### config.mk
export PLATFORM = sky130hd
export DESIGN_NAME = bitmap_boundary_allocator_flat
export DESIGN_NICKNAME = d
export VERILOG_FILES = /design/src/bba_pkg.sv /design/src/bba_req_if.sv /design/src/bba_rsp_if.sv /design/src/bba_mark_ram.sv /design/src/bba_row_fit.sv /design/src/bitmap_boundary_allocator.sv /design/src/flat_wrapper.sv
export SDC_FILE = /design/constraint.sdc
export NUM_CORES = 2
export LEC_CHECK = 0
export BUFFER_PORTS_ARGS = -buffer_cell sky130_fd_sc_hd__buf_2
export CAP_MARGIN = 10
export CORE_MARGIN = 2
export CORE_UTILIZATION = 25
export CTS_CLUSTER_SIZE = 16
export DETAILED_ROUTE_END_ITERATION = 10
export PLACE_DENSITY = 0.48
export SKIP_CTS_REPAIR_TIMING = 1
export SKIP_LAST_GASP = 1
export SYNTH_ARGS = -nofsm -noshare
export SYNTH_HDL_FRONTEND = slang
export SYNTH_SLANG_ARGS = --single-unit
### constraint.sdc
create_clock -name clock -period 13.6 [get_ports clock]
set_input_delay 1.36 -clock clock [delete_from_list [all_inputs] [get_ports clock]]
set_output_delay 1.36 -clock clock [all_outputs]
set_load 0.01 [all_outputs]
### src/bba_pkg.sv
// Shared types and constants of the bitmap boundary allocator.
package bba_pkg;

   // Field widths of the request and response channels.
   localparam int FUNC_W   = 1;
   localparam int SIZE_W   = 12;
   localparam int UNIT_W   = 12;
   localparam int START_W  = 11;
   localparam int STATUS_W = 2;

   // Mark memory geometry: one row holds the marks of 32 units.
   localparam int ROW_BITS  = 32;
   localparam int ROW_SHIFT = 5;
   localparam int POS_W     = 5;

   // The pool size is always a whole number of groups of eight units.
   localparam int GROUP    = 8;
   localparam int MAX_POOL = ((2 ** UNIT_W) - 1) / GROUP * GROUP;

   // Pool size register value after reset.
   localparam logic [UNIT_W-1:0] RESET_UNITS = 12'd2048;

   // Operation codes.
   localparam logic [FUNC_W-1:0] FUNC_ALLOC = 1'b0;
   localparam logic [FUNC_W-1:0] FUNC_FREE  = 1'b1;

   // Response status codes.
   localparam logic [STATUS_W-1:0] STATUS_OK    = 2'd0;
   localparam logic [STATUS_W-1:0] STATUS_FAIL  = 2'd1;
   localparam logic [STATUS_W-1:0] STATUS_RANGE = 2'd2;

   // Scan state carried from one mark row to the next.
   typedef struct packed {
      logic              enclosed;
      logic [UNIT_W-1:0] run;
      logic [UNIT_W-1:0] run_start;
   } fit_carry_type;

   // Outcome of evaluating one mark row during an allocate scan.
   typedef struct packed {
      logic              found;
      logic [UNIT_W-1:0] first;
      logic [UNIT_W-1:0] last;
      fit_carry_type     carry;
   } fit_result_type;

endpackage

### src/bba_req_if.sv
// Request channel of the bitmap boundary allocator.
interface bba_req_if;
   import bba_pkg::*;

   logic              valid;
   logic              ready;
   logic [FUNC_W-1:0] func;
   logic [SIZE_W-1:0] request_size;
   logic [UNIT_W-1:0] region_start;

   modport source (output valid, func, request_size, region_start, input ready);
   modport sink (input valid, func, request_size, region_start, output ready);
endinterface

### src/bba_rsp_if.sv
// Response channel of the bitmap boundary allocator.
interface bba_rsp_if;
   import bba_pkg::*;

   logic                valid;
   logic                ready;
   logic [STATUS_W-1:0] status;
   logic [START_W-1:0]  start_unit;
   logic [UNIT_W-1:0]   free_units;

   modport source (output valid, status, start_unit, free_units, input ready);
   modport sink (input valid, status, start_unit, free_units, output ready);
endinterface

### src/bba_mark_ram.sv
// Mark memory: one write port and one registered read port, 32 marks per row.
module bba_mark_ram #(
   parameter int ROWS  = 64,
   parameter int ROW_W = 6
) (
   input  logic                          clock,
   input  logic                          wr_en,
   input  logic [ROW_W-1:0]              wr_addr,
   input  logic [bba_pkg::ROW_BITS-1:0]  wr_data,
   input  logic                          rd_en,
   input  logic [ROW_W-1:0]              rd_addr,
   output logic [bba_pkg::ROW_BITS-1:0]  rd_data
);
   import bba_pkg::*;

   logic [ROW_BITS-1:0] marks_mem [ROWS];
   logic [ROW_BITS-1:0] rd_data_ff;

   // Write port.
   always_ff @(posedge clock) begin
      if (wr_en) begin
         marks_mem[wr_addr] <= wr_data;
      end
   end

   // Registered read port; the data holds between reads.
   always_ff @(posedge clock) begin
      if (rd_en) begin
         rd_data_ff <= marks_mem[rd_addr];
      end
   end

   assign rd_data = rd_data_ff;
endmodule

### src/bba_row_fit.sv
// First-fit evaluation of one 32-mark row, continuing the scan state of earlier rows.
module bba_row_fit (
   input  logic [bba_pkg::ROW_BITS-1:0] marks,
   input  logic [bba_pkg::UNIT_W-1:0]   row_base,
   input  logic [bba_pkg::UNIT_W-1:0]   pool_units,
   input  logic [bba_pkg::SIZE_W-1:0]   need,
   input  bba_pkg::fit_carry_type       carry_in,
   output bba_pkg::fit_result_type      result
);
   import bba_pkg::*;

   logic [UNIT_W:0]      span;
   logic [ROW_BITS-1:0]  live;
   logic [ROW_BITS-1:0]  marks_live;
   logic [ROW_BITS-1:0]  open_unit;
   logic [ROW_BITS-1:0]  dbl [POS_W+1];
   logic [ROW_BITS-1:0]  window;
   logic [POS_W:0]       lead_ones;
   logic [POS_W:0]       need_low;
   logic [POS_W-1:0]     last_zero;
   logic [POS_W-1:0]     pos_a;
   logic [POS_W-1:0]     pos_b;
   logic [UNIT_W:0]      reach;
   logic [UNIT_W-1:0]    run_start_a;
   logic                 all_open;
   logic                 a_hit;
   logic                 b_hit;

   always_comb begin
      // Units at or beyond the pool end take no part in the scan.
      span = {1'b0, pool_units} - {1'b0, row_base};
      for (int r = 0; r < ROW_BITS; r++) begin
         live[r] = span > (UNIT_W+1)'(r);
      end
      marks_live = marks & live;

      // A unit is open when it is unmarked and not between a pair of marks.
      for (int r = 0; r < ROW_BITS; r++) begin
         open_unit[r] = live[r] & ~marks_live[r] &
            ~(carry_in.enclosed ^ (^(marks_live & ((ROW_BITS'(1) << r) - ROW_BITS'(1)))));
      end
      all_open = &open_unit;

      // Open units from bit 0 up, and the last closed unit of the row.
      lead_ones = (POS_W+1)'(ROW_BITS);
      for (int r = ROW_BITS - 1; r >= 0; r--) begin
         if (!open_unit[r]) begin
            lead_ones = (POS_W+1)'(r);
         end
      end
      last_zero = '0;
      for (int r = 0; r < ROW_BITS; r++) begin
         if (!open_unit[r]) begin
            last_zero = POS_W'(r);
         end
      end

      // Case A: the run carried in from earlier rows reaches the size here.
      reach       = {1'b0, carry_in.run} + (UNIT_W+1)'(lead_ones);
      a_hit       = reach >= {1'b0, need};
      pos_a       = POS_W'(need - carry_in.run - SIZE_W'(1));
      run_start_a = (carry_in.run == '0) ? row_base : carry_in.run_start;

      // Case B: a window of the requested size lies wholly in this row.
      // Bit i of dbl[k] is set when the 2**k units ending at i are all open.
      dbl[0] = open_unit;
      for (int k = 1; k <= POS_W; k++) begin
         dbl[k] = dbl[k-1] & (dbl[k-1] << (1 << (k - 1)));
      end
      need_low = need[POS_W:0];
      window   = '1;
      for (int k = 0; k <= POS_W; k++) begin
         if (need_low[k]) begin
            window = window & (dbl[k] << (need_low & (POS_W+1)'((1 << k) - 1)));
         end
      end
      b_hit = (need <= SIZE_W'(ROW_BITS)) && (|window);
      pos_b = '0;
      for (int r = ROW_BITS - 1; r >= 0; r--) begin
         if (window[r]) begin
            pos_b = POS_W'(r);
         end
      end

      // A carried run always ends no later than a window found in the row.
      result.found = a_hit | b_hit;
      if (a_hit) begin
         result.first = run_start_a;
         result.last  = row_base + UNIT_W'(pos_a);
      end else begin
         result.last  = row_base + UNIT_W'(pos_b);
         result.first = row_base + UNIT_W'(pos_b) - need + UNIT_W'(1);
      end

      // Scan state handed to the next row.
      result.carry.enclosed = carry_in.enclosed ^ (^marks_live);
      if (all_open) begin
         result.carry.run       = carry_in.run + UNIT_W'(ROW_BITS);
         result.carry.run_start = run_start_a;
      end else begin
         result.carry.run       = UNIT_W'(POS_W'(ROW_BITS - 1) - last_zero);
         result.carry.run_start = row_base + UNIT_W'(last_zero) + UNIT_W'(1);
      end
   end
endmodule

### src/bitmap_boundary_allocator.sv
// Bitmap boundary allocator: first-fit regions over a mark memory read 32 marks per row a cycle.
// An allocate scans rows, then writes the marks, one more row write if the region crosses a row;
// a free scans rows, then sums; a rejected request skips the scan. A full 2048-unit scan is 64 rows.
// One request is in work at a time; the next is taken once the result sits in the output register.
// After reset and after each pool size write a clearing pass of one row per cycle zeroes the
// mark memory; requests are held off until it ends.
module bitmap_boundary_allocator #(
   parameter int POOL_UNITS = 2048
) (
   input  logic                          clock,
   input  logic                          reset,
   bba_req_if.sink                       req_bus,
   bba_rsp_if.source                     rsp_bus,
   input  logic                          csr_write_enable,
   input  logic [bba_pkg::UNIT_W-1:0]    csr_write_data
);
   import bba_pkg::*;

   localparam int POOL_CAP_RAW = (POOL_UNITS / GROUP) * GROUP;
   localparam int POOL_CAP     = (POOL_CAP_RAW > MAX_POOL) ? MAX_POOL : POOL_CAP_RAW;
   localparam int ROWS         = (POOL_CAP + ROW_BITS - 1) / ROW_BITS;
   localparam int ROW_W        = (ROWS > 1) ? $clog2(ROWS) : 1;
   localparam logic [UNIT_W-1:0] CAP_UNITS    = UNIT_W'(POOL_CAP);
   localparam logic [ROW_W-1:0]  LAST_MEM_ROW = ROW_W'(ROWS - 1);

   // Controller states.
   localparam logic [3:0] ST_CLEAR   = 4'd0;
   localparam logic [3:0] ST_IDLE    = 4'd1;
   localparam logic [3:0] ST_START   = 4'd2;
   localparam logic [3:0] ST_A_SCAN  = 4'd3;
   localparam logic [3:0] ST_A_MARK  = 4'd4;
   localparam logic [3:0] ST_A_MARK2 = 4'd5;
   localparam logic [3:0] ST_F_SCAN  = 4'd6;
   localparam logic [3:0] ST_F_SUM   = 4'd7;
   localparam logic [3:0] ST_RESP    = 4'd8;

   function automatic logic [ROW_W-1:0] row_of(input logic [UNIT_W-1:0] unit_idx);
      logic [UNIT_W-ROW_SHIFT-1:0] row_full;
      row_full = unit_idx[UNIT_W-1:ROW_SHIFT];
      return row_full[ROW_W-1:0];
   endfunction

   function automatic logic [UNIT_W-1:0] pool_of(input logic [UNIT_W-1:0] units);
      logic [UNIT_W-1:0] rounded;
      rounded = units & ~UNIT_W'(GROUP - 1);
      return (rounded > CAP_UNITS) ? CAP_UNITS : rounded;
   endfunction

   // Control registers.
   logic [3:0]          state_ff, state_in;
   logic [UNIT_W-1:0]   units_ff, units_in;
   logic [UNIT_W-1:0]   free_ff, free_in;
   logic [ROW_W-1:0]    cur_ff, cur_in;
   logic                rsp_valid_ff, rsp_valid_in;

   // Request and work registers.
   logic [FUNC_W-1:0]   func_ff, func_in;
   logic [SIZE_W-1:0]   need_ff, need_in;
   logic [UNIT_W-1:0]   where_ff, where_in;
   fit_carry_type       carry_ff, carry_in;
   logic [UNIT_W-1:0]   first_ff, first_in;
   logic [UNIT_W-1:0]   last_ff, last_in;
   logic [ROW_BITS-1:0] row_ff, row_in;
   logic                lead_row_ff, lead_row_in;
   logic [UNIT_W-1:0]   end_ff, end_in;
   logic [STATUS_W-1:0] res_status_ff, res_status_in;
   logic [START_W-1:0]  res_start_ff, res_start_in;

   // Output register.
   logic [STATUS_W-1:0] rsp_status_ff, rsp_status_in;
   logic [START_W-1:0]  rsp_start_ff, rsp_start_in;
   logic [UNIT_W-1:0]   rsp_free_ff, rsp_free_in;

   // Memory port signals.
   logic                mem_we;
   logic [ROW_W-1:0]    mem_waddr;
   logic [ROW_BITS-1:0] mem_wdata;
   logic                mem_re;
   logic [ROW_W-1:0]    mem_raddr;
   logic [ROW_BITS-1:0] mem_rdata;

   // Derived values.
   logic [UNIT_W-1:0]   pool_units;
   logic [ROW_W-1:0]    last_row;
   logic [UNIT_W-1:0]   row_base;
   logic [SIZE_W-1:0]   raised_size;
   fit_result_type      fit;
   logic [POS_W-1:0]    where_pos;
   logic [ROW_BITS-1:0] above;
   logic [ROW_BITS-1:0] cand;
   logic                cand_hit;
   logic [POS_W-1:0]    hit_pos;
   logic [ROW_BITS-1:0] clr_mask;
   logic [UNIT_W-1:0]   region_len;
   logic [UNIT_W:0]     free_sum;
   logic                same_row;
   logic [ROW_BITS-1:0] last_bit;
   logic [ROW_BITS-1:0] first_bit;

   bba_mark_ram #(
      .ROWS  (ROWS),
      .ROW_W (ROW_W)
   ) u_mark_ram (
      .clock   (clock),
      .wr_en   (mem_we),
      .wr_addr (mem_waddr),
      .wr_data (mem_wdata),
      .rd_en   (mem_re),
      .rd_addr (mem_raddr),
      .rd_data (mem_rdata)
   );

   bba_row_fit u_row_fit (
      .marks      (mem_rdata),
      .row_base   (row_base),
      .pool_units (pool_units),
      .need       (need_ff),
      .carry_in   (carry_ff),
      .result     (fit)
   );

   // Pool geometry and row addressing.
   assign pool_units  = pool_of(units_ff);
   assign last_row    = row_of(pool_units - UNIT_W'(1));
   assign row_base    = UNIT_W'(cur_ff) << ROW_SHIFT;
   assign raised_size = (need_ff == SIZE_W'(1)) ? SIZE_W'(2) : need_ff;

   // Free scan: the next mark after the region start, clearing both marks.
   always_comb begin
      where_pos = where_ff[POS_W-1:0];
      above     = lead_row_ff ? ((ROW_BITS'('1) << where_pos) << 1) : ROW_BITS'('1);
      cand      = mem_rdata & above;
      cand_hit  = |cand;
      hit_pos   = '0;
      for (int r = ROW_BITS - 1; r >= 0; r--) begin
         if (cand[r]) begin
            hit_pos = POS_W'(r);
         end
      end
      clr_mask = (lead_row_ff ? (ROW_BITS'(1) << where_pos) : '0) |
                 (cand_hit ? (ROW_BITS'(1) << hit_pos) : '0);
   end

   // Region length and saturating free count update.
   assign region_len = end_ff - where_ff + UNIT_W'(1);
   assign free_sum   = {1'b0, free_ff} + {1'b0, region_len};

   // Boundary mark bits of a new region.
   assign same_row  = row_of(first_ff) == row_of(last_ff);
   assign last_bit  = ROW_BITS'(1) << last_ff[POS_W-1:0];
   assign first_bit = ROW_BITS'(1) << first_ff[POS_W-1:0];

   assign req_bus.ready = (state_ff == ST_IDLE);

   // Controller.
   always_comb begin
      state_in      = state_ff;
      units_in      = units_ff;
      free_in       = free_ff;
      cur_in        = cur_ff;
      func_in       = func_ff;
      need_in       = need_ff;
      where_in      = where_ff;
      carry_in      = carry_ff;
      first_in      = first_ff;
      last_in       = last_ff;
      row_in        = row_ff;
      lead_row_in   = lead_row_ff;
      end_in        = end_ff;
      res_status_in = res_status_ff;
      res_start_in  = res_start_ff;
      rsp_valid_in  = rsp_valid_ff & ~rsp_bus.ready;
      rsp_status_in = rsp_status_ff;
      rsp_start_in  = rsp_start_ff;
      rsp_free_in   = rsp_free_ff;
      mem_we        = 1'b0;
      mem_waddr     = cur_ff;
      mem_wdata     = '0;
      mem_re        = 1'b0;
      mem_raddr     = cur_ff + ROW_W'(1);

      unique case (state_ff)
         ST_CLEAR: begin
            mem_we = 1'b1;
            if (cur_ff == LAST_MEM_ROW) begin
               state_in = ST_IDLE;
            end else begin
               cur_in = cur_ff + ROW_W'(1);
            end
         end
         ST_IDLE: begin
            if (req_bus.valid) begin
               func_in  = req_bus.func;
               need_in  = req_bus.request_size;
               where_in = req_bus.region_start;
               state_in = ST_START;
            end
         end
         ST_START: begin
            res_status_in = STATUS_OK;
            res_start_in  = '0;
            if (func_ff == FUNC_ALLOC) begin
               need_in = raised_size;
               if (raised_size == '0 || raised_size > free_ff) begin
                  res_status_in = STATUS_FAIL;
                  state_in      = ST_RESP;
               end else begin
                  mem_re             = 1'b1;
                  mem_raddr          = '0;
                  cur_in             = '0;
                  carry_in.enclosed  = 1'b0;
                  carry_in.run       = '0;
                  carry_in.run_start = '0;
                  state_in           = ST_A_SCAN;
               end
            end else begin
               if (where_ff >= pool_units) begin
                  res_status_in = STATUS_RANGE;
                  state_in      = ST_RESP;
               end else begin
                  mem_re      = 1'b1;
                  mem_raddr   = row_of(where_ff);
                  cur_in      = row_of(where_ff);
                  lead_row_in = 1'b1;
                  state_in    = ST_F_SCAN;
               end
            end
         end
         ST_A_SCAN: begin
            mem_re = (cur_ff != last_row);
            if (fit.found) begin
               first_in = fit.first;
               last_in  = fit.last;
               row_in   = mem_rdata;
               state_in = ST_A_MARK;
            end else if (cur_ff == last_row) begin
               res_status_in = STATUS_FAIL;
               state_in      = ST_RESP;
            end else begin
               carry_in = fit.carry;
               cur_in   = cur_ff + ROW_W'(1);
            end
         end
         ST_A_MARK: begin
            // Set the end mark, and the start mark too when it is in the same row.
            mem_we    = 1'b1;
            mem_waddr = row_of(last_ff);
            mem_wdata = row_ff | last_bit | (same_row ? first_bit : '0);
            if (same_row) begin
               free_in      = free_ff - need_ff;
               res_start_in = first_ff[START_W-1:0];
               state_in     = ST_RESP;
            end else begin
               mem_re    = 1'b1;
               mem_raddr = row_of(first_ff);
               state_in  = ST_A_MARK2;
            end
         end
         ST_A_MARK2: begin
            mem_we       = 1'b1;
            mem_waddr    = row_of(first_ff);
            mem_wdata    = mem_rdata | first_bit;
            free_in      = free_ff - need_ff;
            res_start_in = first_ff[START_W-1:0];
            state_in     = ST_RESP;
         end
         ST_F_SCAN: begin
            mem_we      = lead_row_ff | cand_hit;
            mem_wdata   = mem_rdata & ~clr_mask;
            mem_re      = (cur_ff != last_row);
            lead_row_in = 1'b0;
            if (cand_hit) begin
               end_in   = row_base + UNIT_W'(hit_pos);
               state_in = ST_F_SUM;
            end else if (cur_ff == last_row) begin
               end_in   = pool_units - UNIT_W'(1);
               state_in = ST_F_SUM;
            end else begin
               cur_in = cur_ff + ROW_W'(1);
            end
         end
         ST_F_SUM: begin
            free_in  = (free_sum > {1'b0, pool_units}) ? pool_units : free_sum[UNIT_W-1:0];
            state_in = ST_RESP;
         end
         ST_RESP: begin
            if (!rsp_valid_ff || rsp_bus.ready) begin
               rsp_valid_in  = 1'b1;
               rsp_status_in = res_status_ff;
               rsp_start_in  = res_start_ff;
               rsp_free_in   = free_ff;
               state_in      = ST_IDLE;
            end
         end
         default: begin
            state_in = ST_IDLE;
         end
      endcase

      // A pool size write starts over with an empty pool.
      if (csr_write_enable) begin
         units_in = csr_write_data;
         free_in  = pool_of(csr_write_data);
         cur_in   = '0;
         state_in = ST_CLEAR;
      end
   end

   // Control state.
   always_ff @(posedge clock) begin
      if (reset) begin
         state_ff     <= ST_CLEAR;
         units_ff     <= RESET_UNITS;
         free_ff      <= pool_of(RESET_UNITS);
         cur_ff       <= '0;
         rsp_valid_ff <= 1'b0;
         lead_row_ff  <= 1'b0;
      end else begin
         state_ff     <= state_in;
         units_ff     <= units_in;
         free_ff      <= free_in;
         cur_ff       <= cur_in;
         rsp_valid_ff <= rsp_valid_in;
         lead_row_ff  <= lead_row_in;
      end
   end

   // Payload and work registers.
   always_ff @(posedge clock) begin
      func_ff       <= func_in;
      need_ff       <= need_in;
      where_ff      <= where_in;
      carry_ff      <= carry_in;
      first_ff      <= first_in;
      last_ff       <= last_in;
      row_ff        <= row_in;
      end_ff        <= end_in;
      res_status_ff <= res_status_in;
      res_start_ff  <= res_start_in;
      rsp_status_ff <= rsp_status_in;
      rsp_start_ff  <= rsp_start_in;
      rsp_free_ff   <= rsp_free_in;
   end

   assign rsp_bus.valid      = rsp_valid_ff;
   assign rsp_bus.status     = rsp_status_ff;
   assign rsp_bus.start_unit = rsp_start_ff;
   assign rsp_bus.free_units = rsp_free_ff;

   // The mark memory is never written and read at the same row in one cycle.
   assert property (@(posedge clock) disable iff (reset)
      (mem_we && mem_re) |-> (mem_waddr != mem_raddr))
      else $error("mark memory read and write collide on one row");

   // The free count never exceeds the pool size.
   assert property (@(posedge clock) disable iff (reset)
      free_ff <= pool_units)
      else $error("free count exceeds pool size");

   // A fit found in a row spans exactly the requested number of units.
   assert property (@(posedge clock) disable iff (reset)
      (state_ff == ST_A_SCAN && fit.found) |-> (fit.last - fit.first + UNIT_W'(1) == need_ff))
      else $error("fit length differs from request size");

   // A fit found in a row ends inside that row.
   assert property (@(posedge clock) disable iff (reset)
      (state_ff == ST_A_SCAN && fit.found) |-> (row_of(fit.last) == cur_ff))
      else $error("fit ends outside the scanned row");
endmodule
### src/flat_wrapper.sv
// flat-port wrapper written by rule: the top's interface ports become plain ports
module bitmap_boundary_allocator_flat import bba_pkg::*;
#(
   parameter int POOL_UNITS = 2048
)
  (clock, reset, csr_write_enable, csr_write_data, req_bus_valid, req_bus_func, req_bus_request_size, req_bus_region_start, req_bus_ready, rsp_bus_valid, rsp_bus_status, rsp_bus_start_unit, rsp_bus_free_units, rsp_bus_ready);
  bba_req_if req_bus_i ();
  bba_rsp_if rsp_bus_i ();
  input  logic clock;
  input  logic reset;
  input  logic csr_write_enable;
  input  logic [bba_pkg::UNIT_W-1:0] csr_write_data;
  input wire logic [$bits(req_bus_i.valid)-1:0] req_bus_valid;
  input wire logic [$bits(req_bus_i.func)-1:0] req_bus_func;
  input wire logic [$bits(req_bus_i.request_size)-1:0] req_bus_request_size;
  input wire logic [$bits(req_bus_i.region_start)-1:0] req_bus_region_start;
  output wire logic [$bits(req_bus_i.ready)-1:0] req_bus_ready;
  output wire logic [$bits(rsp_bus_i.valid)-1:0] rsp_bus_valid;
  output wire logic [$bits(rsp_bus_i.status)-1:0] rsp_bus_status;
  output wire logic [$bits(rsp_bus_i.start_unit)-1:0] rsp_bus_start_unit;
  output wire logic [$bits(rsp_bus_i.free_units)-1:0] rsp_bus_free_units;
  input wire logic [$bits(rsp_bus_i.ready)-1:0] rsp_bus_ready;
  assign req_bus_i.valid = req_bus_valid;
  assign req_bus_i.func = req_bus_func;
  assign req_bus_i.request_size = req_bus_request_size;
  assign req_bus_i.region_start = req_bus_region_start;
  assign req_bus_ready = req_bus_i.ready;
  assign rsp_bus_valid = rsp_bus_i.valid;
  assign rsp_bus_status = rsp_bus_i.status;
  assign rsp_bus_start_unit = rsp_bus_i.start_unit;
  assign rsp_bus_free_units = rsp_bus_i.free_units;
  assign rsp_bus_i.ready = rsp_bus_ready;
  bitmap_boundary_allocator #(.POOL_UNITS(POOL_UNITS)) u_core (.clock(clock), .reset(reset), .req_bus(req_bus_i), .rsp_bus(rsp_bus_i), .csr_write_enable(csr_write_enable), .csr_write_data(csr_write_data));
endmodule
After elaboration in Yosys (flattened, before gate mapping)
Memory sizes are Yosys's and may differ from the RTL's. A register that Yosys moved wholly into a read port is not among the register bits.
Cells that the tools add are included.
{ "totals": {"reg_bits": 190, "ramBits": 2048, "in_bits": 42, "out_inout_bits": 27, "n_memories": 1} }
{ "mem_list": {"columns": ["memory", "depth", "word_bits", "rd", "rd_clocked_by_memory_dff", "wr", "line_no", "source"], "rows": [
  ["u_core.u_mark_ram.marks_mem", 64, 32, 1, 1, 1, "bba_mark_ram.sv:16", "logic [ROW_BITS-1:0] marks_mem [ROWS];"]
]} }
{ "classes": {"addsub": 19, "magnitude_cmp": 39, "eq_ne": 31, "shift": 10, "n_mux": 205, "n_bitwise": 182, "reduce_logical": 65} }
{ "ops": {"columns": ["operator", "n"], "rows": [
  ["$reduce_xor 32->1", 32],
  ["$and 32x32->32", 13],
  ["$mux 5", 80],
  ["$mux 32", 10],
  ["$mux 6", 43],
  ["$gt 13x5->1 const B", 16],
  ["$mux 12", 11],
  ["$or 32x32->32", 4],
  ["$shl 1x5->32 const A", 4],
  ["$gt 13x4->1 const B", 8],
  ["$mux 25", 4],
  ["$pmux 32 s3", 1],
  ["$mux 4", 19],
  ["$and 1x1->1", 65],
  ["$not 1->1", 65],
  ["$reduce_or 32->1", 2],
  ["$gt 13x3->1 const B", 4],
  ["$pmux 25 s2", 1],
  ["$add 11x5->12", 4],
  ["$pmux 12 s3", 1],
  ["$pmux 11 s3", 1],
  ["$not 32->32", 1],
  ["$pmux 4 s8", 1],
  ["$reduce_and 32->1", 1],
  ["68 further kinds", 160]
]} }

Depth between registers and ports, before layout
{ "logic_depth": {"ltp_word": 57, "depth_mapped": 47, "ltp_nobuf": 44} }

Hierarchy
From an unflattened synthesis, not the netlist that was laid out.
{ "hier_totals": {"cells_unflattened": 6371, "area_unflattened_um2": 102691.0} }
{ "modules_own_cells": {"columns": ["mod", "n_inst", "cells_each", "area_each_um2", "seq_area_each_um2"], "rows": [
  ["bba_mark_ram", 1, 3323, 78841.9, 62459.9],
  ["bitmap_boundary_allocator", 1, 1409, 13102.6, 5285.1],
  ["bba_row_fit", 1, 1639, 10746.6, 0.0]
]} }

Worst setup path after synthesis
OpenSTA, ideal clock, no wires.
{ "synth_timing": {"kind": "register -> register", "from": "register u_core.units_ff[11]", "to": "register u_core.state_ff[2]", "setup_ps": 70, "arrival_time_ps": 10706, "path_slack_ps": 2824, "path_stages_with_launch": 43, "path_buffers": 2, "synth_period_minus_slack_ps": 10776, "path_cell_list": "dfxtp_1 -> clkbuf_1 -> inv_1 -> nand2_1 -> ha_1 -> inv_1 -> fa_1 -> a211oi_2 -> o211a_1 -> or3_1 -> buf_6 -> o211ai_1 -> o211ai_1 -> nand2_2 -> xnor3_2 -> xnor3_1 -> or3_1 -> a21o_1 -> [... 7 more ...] -> fa_1 -> ha_1 -> a21o_1 -> a21o_1 -> a21o_1 -> a21o_1 -> a21o_1 -> a21o_1 -> a21o_1 -> a21o_1 -> a21o_1 -> a21o_1 -> a21oi_1 -> inv_1 -> nor4_2 -> a31o_2 -> nor2_1 -> o41a_1"} }
{ "synth_between": {"elab_chain_len": 46, "word_cells_on_any_way": 293, "classes_between": "3 x add/sub; 35 x order compare; 3 x eq/ne; 5 x shift; 43 x mux; 170 x bitwise; 34 x reduce/logical"} }
{ "synth_rtl": {"columns": ["element", "line_no", "source"], "rows": [
  ["start: declaration", "bitmap_boundary_allocator.sv:51", "logic [UNIT_W-1:0] units_ff, units_in;"],
  ["start signal: assignment", "bitmap_boundary_allocator.sv:320", "units_ff <= units_in;"],
  ["$gt 12x12->1", "bitmap_boundary_allocator.sv:46", "return (rounded > CAP_UNITS) ? CAP_UNITS : rounded;"],
  ["$mux 12 *", "bitmap_boundary_allocator.sv:46", null],
  ["$sub 12x11->13", "bba_row_fit.sv:31", "span = {1'b0, pool_units} - {1'b0, row_base};"],
  ["$gt 13x1->1, or another cell as far along", "bba_row_fit.sv:33", "live[r] = span > (UNIT_W+1)'(r);"],
  ["$and 32x32->32", "bba_row_fit.sv:35", "marks_live = marks & live;"],
  ["$reduce_xor 32->1", "bba_row_fit.sv:40", "~(carry_in.enclosed ^ (^(marks_live & ((ROW_BITS'(1) << r) - ROW_BITS'(1)))));"],
  ["$xor 1x1->1", "bba_row_fit.sv:40", null],
  ["$not 1->1", "bba_row_fit.sv:40", null],
  ["$and 1x1->1", "bba_row_fit.sv:39", "open_unit[r] = live[r] & ~marks_live[r] &"],
  ["$mux 6 (32 in a row)", "bba_row_fit.sv:47", "if (!open_unit[r]) begin"],
  ["$add 12x6->13", "bba_row_fit.sv:59", "reach = {1'b0, carry_in.run} + (UNIT_W+1)'(lead_ones);"],
  ["$ge 13x12->1", "bba_row_fit.sv:60", "a_hit = reach >= {1'b0, need};"],
  ["$or 1x1->1", "bba_row_fit.sv:86", "result.found = a_hit | b_hit;"],
  ["$mux 4 / $ne 3x1->1 (equally long branches)", null, null],
  ["$pmux 4 s8 / $reduce_and 5->1 (equally long branches)", null, null],
  ["end signal: assignment", "bitmap_boundary_allocator.sv:319", "state_ff <= state_in;"],
  ["end: declaration", "bitmap_boundary_allocator.sv:50", "logic [3:0] state_ff, state_in;"]
]} }
Every way passes the cells marked *; elsewhere a longest branch is shown, timed or not.
A chain may end at the register's enable or synchronous reset.

Worst setup path in the final report
{ "layout_timing": {"from": "register u_core.units_ff[11]", "to": "register u_core.carry_ff[17] (netlist name) (enable)"} }
{ "layout_between": {"elab_chain_len": 46, "word_cells_on_any_way": 288, "classes_between": "3 x add/sub; 34 x order compare; 3 x eq/ne; 5 x shift; 39 x mux; 170 x bitwise; 34 x reduce/logical"} }
{ "layout_rtl": {"columns": ["element", "line_no", "source"], "rows": [
  ["$gt 12x12->1", "bitmap_boundary_allocator.sv:46", null],
  ["$mux 12 *", "bitmap_boundary_allocator.sv:46", null],
  ["$sub 12x11->13", "bba_row_fit.sv:31", null],
  ["$gt 13x1->1, or another cell as far along", "bba_row_fit.sv:33", null],
  ["$and 32x32->32", "bba_row_fit.sv:35", null],
  ["$reduce_xor 32->1", "bba_row_fit.sv:40", null],
  ["$xor 1x1->1", "bba_row_fit.sv:40", null],
  ["$not 1->1", "bba_row_fit.sv:40", null],
  ["$and 1x1->1", "bba_row_fit.sv:39", null],
  ["$mux 6 (32 in a row)", "bba_row_fit.sv:47", null],
  ["$add 12x6->13", "bba_row_fit.sv:59", null],
  ["$ge 13x12->1", "bba_row_fit.sv:60", null],
  ["$or 1x1->1", "bba_row_fit.sv:86", null],
  ["$ne 2x2->1 (no source line)", null, null],
  ["$reduce_and 5->1 (no source line) *", null, null],
  ["end signal: assignment", "bitmap_boundary_allocator.sv:333", "carry_ff <= carry_in;"],
  ["end: declaration", "bitmap_boundary_allocator.sv:60", "fit_carry_type carry_ff, carry_in;"]
]} }
Marked as above.

==> key figures <==
Timing
  – Fin crit share: 0.911
  – Hold Violations, Final: 0
  – Maximum clock frequency: 80.7 MHz
  – Final period demand of the worst path: about 12 ns
  – Final Max Slew Viols: 0
  – Final setup fails: 0
  – Unrepaired setup endpoints after global routing: false
  – Smallest hold slack: roughly 0.42 ns
  – Total Neg Setup Slack: 0 ns
  – Final Skew: 0.0788 ns
  – Transition time at the pin with the least slew margin: 1.26 ns
  – Slew HR: 0.157

CTS
  – Skew-Pair Late Insertion Delay: ~0.90 ns
  – H-tree level count: 5
  – TritonCTS sink count: 2266
  – Max clock buf depth: 4
  – Clock transition at the register clock pins on the worst setup and hold paths after CTS: around 0.060 ns
  – CTS tree: done
  – Clock buffers created by TritonCTS: 262
  – CTS Root Buffer Type: sky130_fd_sc_hd__clkbuf_16

Final layout
  – Storage cell area: 0.0677 mm2
  – Area delta synth->final: 16.0%
  – Multi-input gate area in the final layout: 0.0348 mm2
  – Post-layout nets: 8962
  – Proportion of layout cells with a drive suffix above 1: 0.107
  – Fillers: 41.8k
  – Area of all placed cells without fillers: 0.121 mm2

Power
  – Standby leakage power: between 40 and 50 nW
  – Worst ir drop on vdd: around 0.10 mV
  – Pwr/cell area: 126 mW/mm2
  – Post-layout total power: 15.2 mW

Worst setup path
  – Startpoint kind of the worst setup timing path: flop
  – Crit path kind: reg2reg
  – Arrival time at the worst endpoint: 12.90 ns
  – Worst Path Max Fanout: 24
  – Required @ worst endpoint: 14.10 ns
  – Cell type with the highest occurrence count on the critical path: sky130_fd_sc_hd__a21o_1
  – Slowest cell delay on critical path: 0.77 ns
  – Cell type of the slowest stage on the worst timing path: sky130_fd_sc_hd__o41ai_1
  – Endpoint kind of the worst setup timing path: flop

Routing
  – Final wirelength: 380000 um
  – Drt pass-1 iters: 7
  – Vias after detailed routing: between 70k and 80k
  – Remaining design rule violation count: 0
  – Number of routed nets with antenna violations: 0
  – Iteration-0 DRC Markers: about 8k
  – Post-detailed-route wirelength per cell: 26.2 um
  – Routed via count divided by cell count: between 5 and 6

Global routing
  – Total overflow reported by the global router: 0
  – Vias in the first global route: 71.1k
  – Antenna violations before repair: 40
  – Wire length of the first global-routing pass: 533000 um
  – Pin count of the biggest net entering global routing: 134
  – Tot GR Track Use: 0.173

Synth
  – Syn Area/Cell: 11.9 um2
  – Post-synth top area share: 0.645
  – Yosys synthesis warning count: 0
  – Netlist area before placement: 0.104 mm2
  – Main area contributors after synthesis: sky130_fd_sc_hd__edfxtp_1, sky130_fd_sc_hd__nand2_1, sky130_fd_sc_hd__mux2i_1
  – Fraction of synthesis flops using an asynchronous set or reset pin: 0
  – Sequential fraction of the synthesis area: 0.651
  – Nets in the synthesized netlist: 8936
  – Synth Instances: ~9k
  – EDFF count, synth: between 2k and 2.5k
  – Largest area contributor in the synthesized netlist: sky130_fd_sc_hd__edfxtp_1
  – Netlist cell types: 116
  – Total of flip-flops plus latches after synthesis: 2266
  – Top_reg_cell synth: sky130_fd_sc_hd__edfxtp_1

Hold path
  – Min-delay worst type: reg2reg

Placed design
  – Port-buffer cells: 65
  – Placed cell areas: between 0.1 and 0.15 mm2
  – Sum of net half-perimeters after detailed placement: 228000 um
  – RePlAce Congestion: 0.891

Run
  – Count of maximum capacitance violations: 0

Die
  – Core Rows: about 240
  – Vertical die dimension: 649 um
  – Die extent in x: between 600 and 700 um
  – Core box area: 0.414 mm2
  – Count of pins on the block boundary: 69
  – Initial Util: 0.251
  – Area enclosed by the die boundary: 0.421 mm2

Run status
  – Outcome: finished clean
[state kept, by name, summed over array words and instances, names as in the netlist, 2 cells and up]
signal,flops
u_core.need_ff,12
u_core.last_ff,11
u_core.where_ff,12
u_core.units_ff,9
u_core.cur_ff,6
u_core.first_ff,11
u_core.free_ff,12
u_core.rsp_bus.free_units,12
u_core.end_ff,12
u_core.res_start_ff,11
u_core.rsp_bus.start_unit,11
u_core.res_status_ff,2
u_core.row_ff,32
u_core.u_mark_ram.marks_mem,2048
u_core.state_ff,4
u_core.carry_ff,24
u_core.rsp_bus.status,2
u_core.u_mark_ram.rd_data,32
[path summary, 6_finish.rpt]
| check | startpoint | to | slack, ns | cells after the start |
|---|---|---|---|---|
| worst max-delay path | u_core.units_ff[11] | u_core.carry_ff[17] | 1.20 | 42 |
| worst min-delay path | u_core.res_status_ff[0] | u_core.rsp_bus.status[0] | 0.42 | 0 |
| worst max register to register | u_core.units_ff[11] | u_core.carry_ff[17] | 1.20 | 42 |
| worst min register to register | u_core.res_status_ff[0] | u_core.rsp_bus.status[0] | 0.42 | 0 |
[critical path, delay by kind of cell, from the launching register on]
kind	cells	cell delay, ns
compound gates	21	5.05
xor+xnor	3	1.70
fa+ha+maj	5	1.75
buf+inv	4	0.69
flops	1	0.32
simple gates	9	2.48
[Yosys cell counts, types with 11 or more instances]
master,count
sky130_fd_sc_hd__nor3_1,125
sky130_fd_sc_hd__xnor2_1,94
sky130_fd_sc_hd__nand3_1,926
sky130_fd_sc_hd__o221ai_1,76
sky130_fd_sc_hd__o31ai_1,25
sky130_fd_sc_hd__and4_1,35
sky130_fd_sc_hd__nor4_1,99
sky130_fd_sc_hd__or3_1,46
sky130_fd_sc_hd__a21o_1,44
sky130_fd_sc_hd__inv_1,119
sky130_fd_sc_hd__buf_1,90
sky130_fd_sc_hd__clkbuf_1,469
sky130_fd_sc_hd__nand3b_1,11
sky130_fd_sc_hd__a21oi_1,474
sky130_fd_sc_hd__nor2b_1,30
sky130_fd_sc_hd__o21a_1,22
sky130_fd_sc_hd__o21ai_0,182
sky130_fd_sc_hd__a221oi_1,37
sky130_fd_sc_hd__o22ai_1,23
sky130_fd_sc_hd__or4_1,11
sky130_fd_sc_hd__a211o_1,12
sky130_fd_sc_hd__o22a_1,14
sky130_fd_sc_hd__a2111oi_0,15
sky130_fd_sc_hd__nor2_1,379
sky130_fd_sc_hd__nand4_1,35
sky130_fd_sc_hd__and2_1,31
sky130_fd_sc_hd__o311ai_0,16
sky130_fd_sc_hd__o211ai_1,36
sky130_fd_sc_hd__xor2_1,37
sky130_fd_sc_hd__mux2i_1,486
sky130_fd_sc_hd__a31oi_1,134
sky130_fd_sc_hd__o21bai_1,22
sky130_fd_sc_hd__ha_1,129
sky130_fd_sc_hd__nand2b_1,38
sky130_fd_sc_hd__or2_2,31
sky130_fd_sc_hd__and3_1,33
sky130_fd_sc_hd__edfxtp_1,2233
sky130_fd_sc_hd__a211oi_1,29
sky130_fd_sc_hd__dfxtp_1,33
sky130_fd_sc_hd__nand2_1,1807
[where the power goes]
part / total [mW] / switching (mW) / internal [mW]
clock: 6.84 / 2.85 / 3.99
sequential: 7.58 / 0.00802 / 7.58
combinational: 0.757 / 0.551 / 0.206
[per-stage QoR]
stage	cells	worst slack, ns	util
after floorplan	8758	2.82	-
after global placement	14000	1.34	0.272
after detailed placement	14000	1.40	0.272
after CTS	14500	1.35	0.292
after global routing	14500	0.751	0.292
final	14500	1.20	0.292
[metal layers]
metal  vias to the layer above  GRT usage  share of wire
met2                      3025      0.282           0.46
met4                         4     0.0672          0.041
met1                     37500      0.230           0.43
met5                         -          0       0.000071
li1                      32700          -              -
met3                       647     0.0262          0.068
[placed cells by master (no fill, tap or decap), types with 68 or more instances in the layout]
| master | netlist | final |
|---|---|---|
| sky130_fd_sc_hd__edfxtp_1 | 2233 | 2233 |
| sky130_fd_sc_hd__nor2_1 | 379 | 312 |
| sky130_fd_sc_hd__ha_1 | 129 | 129 |
| sky130_fd_sc_hd__a31oi_1 | 134 | 134 |
| sky130_fd_sc_hd__o221ai_1 | 76 | 75 |
| sky130_fd_sc_hd__clkbuf_16 | 0 | 268 |
| sky130_fd_sc_hd__nor4_1 | 99 | 68 |
| sky130_fd_sc_hd__o21ai_0 | 182 | 165 |
| sky130_fd_sc_hd__nor3_1 | 125 | 123 |
| sky130_fd_sc_hd__nand2_1 | 1807 | 1805 |
| sky130_fd_sc_hd__buf_4 | 5 | 255 |
| sky130_fd_sc_hd__mux2i_1 | 486 | 486 |
| sky130_fd_sc_hd__a21oi_1 | 474 | 466 |
| sky130_fd_sc_hd__xnor2_1 | 94 | 94 |
| sky130_fd_sc_hd__nand3_1 | 926 | 920 |
| sky130_fd_sc_hd__inv_1 | 119 | 117 |
[cell type report]
cell class / instances / share of cell area
Antenna cell: 24 / 0.000498
Clock buffer: 316 / 0.0572
Clock inverter: 153 / 0.0112
Inverter: 122 / 0.00379
Multi-Input combinational cell: 5795 / 0.288
Sequential cell: 2266 / 0.561
Tap cell: 5474 / 0.0568
Timing Repair Buffer: 337 / 0.0214
[logic make-up after synthesis]
| family | synth area share |
|---|---|
| compound gates | 0.0835 |
| xor+xnor | 0.0146 |
| fa+ha+maj | 0.0169 |
| buf+inv | 0.0257 |
| flops | 0.651 |
| mux | 0.0489 |
| simple gates | 0.160 |
No activity file was read; power rests on OpenSTA's default activity.
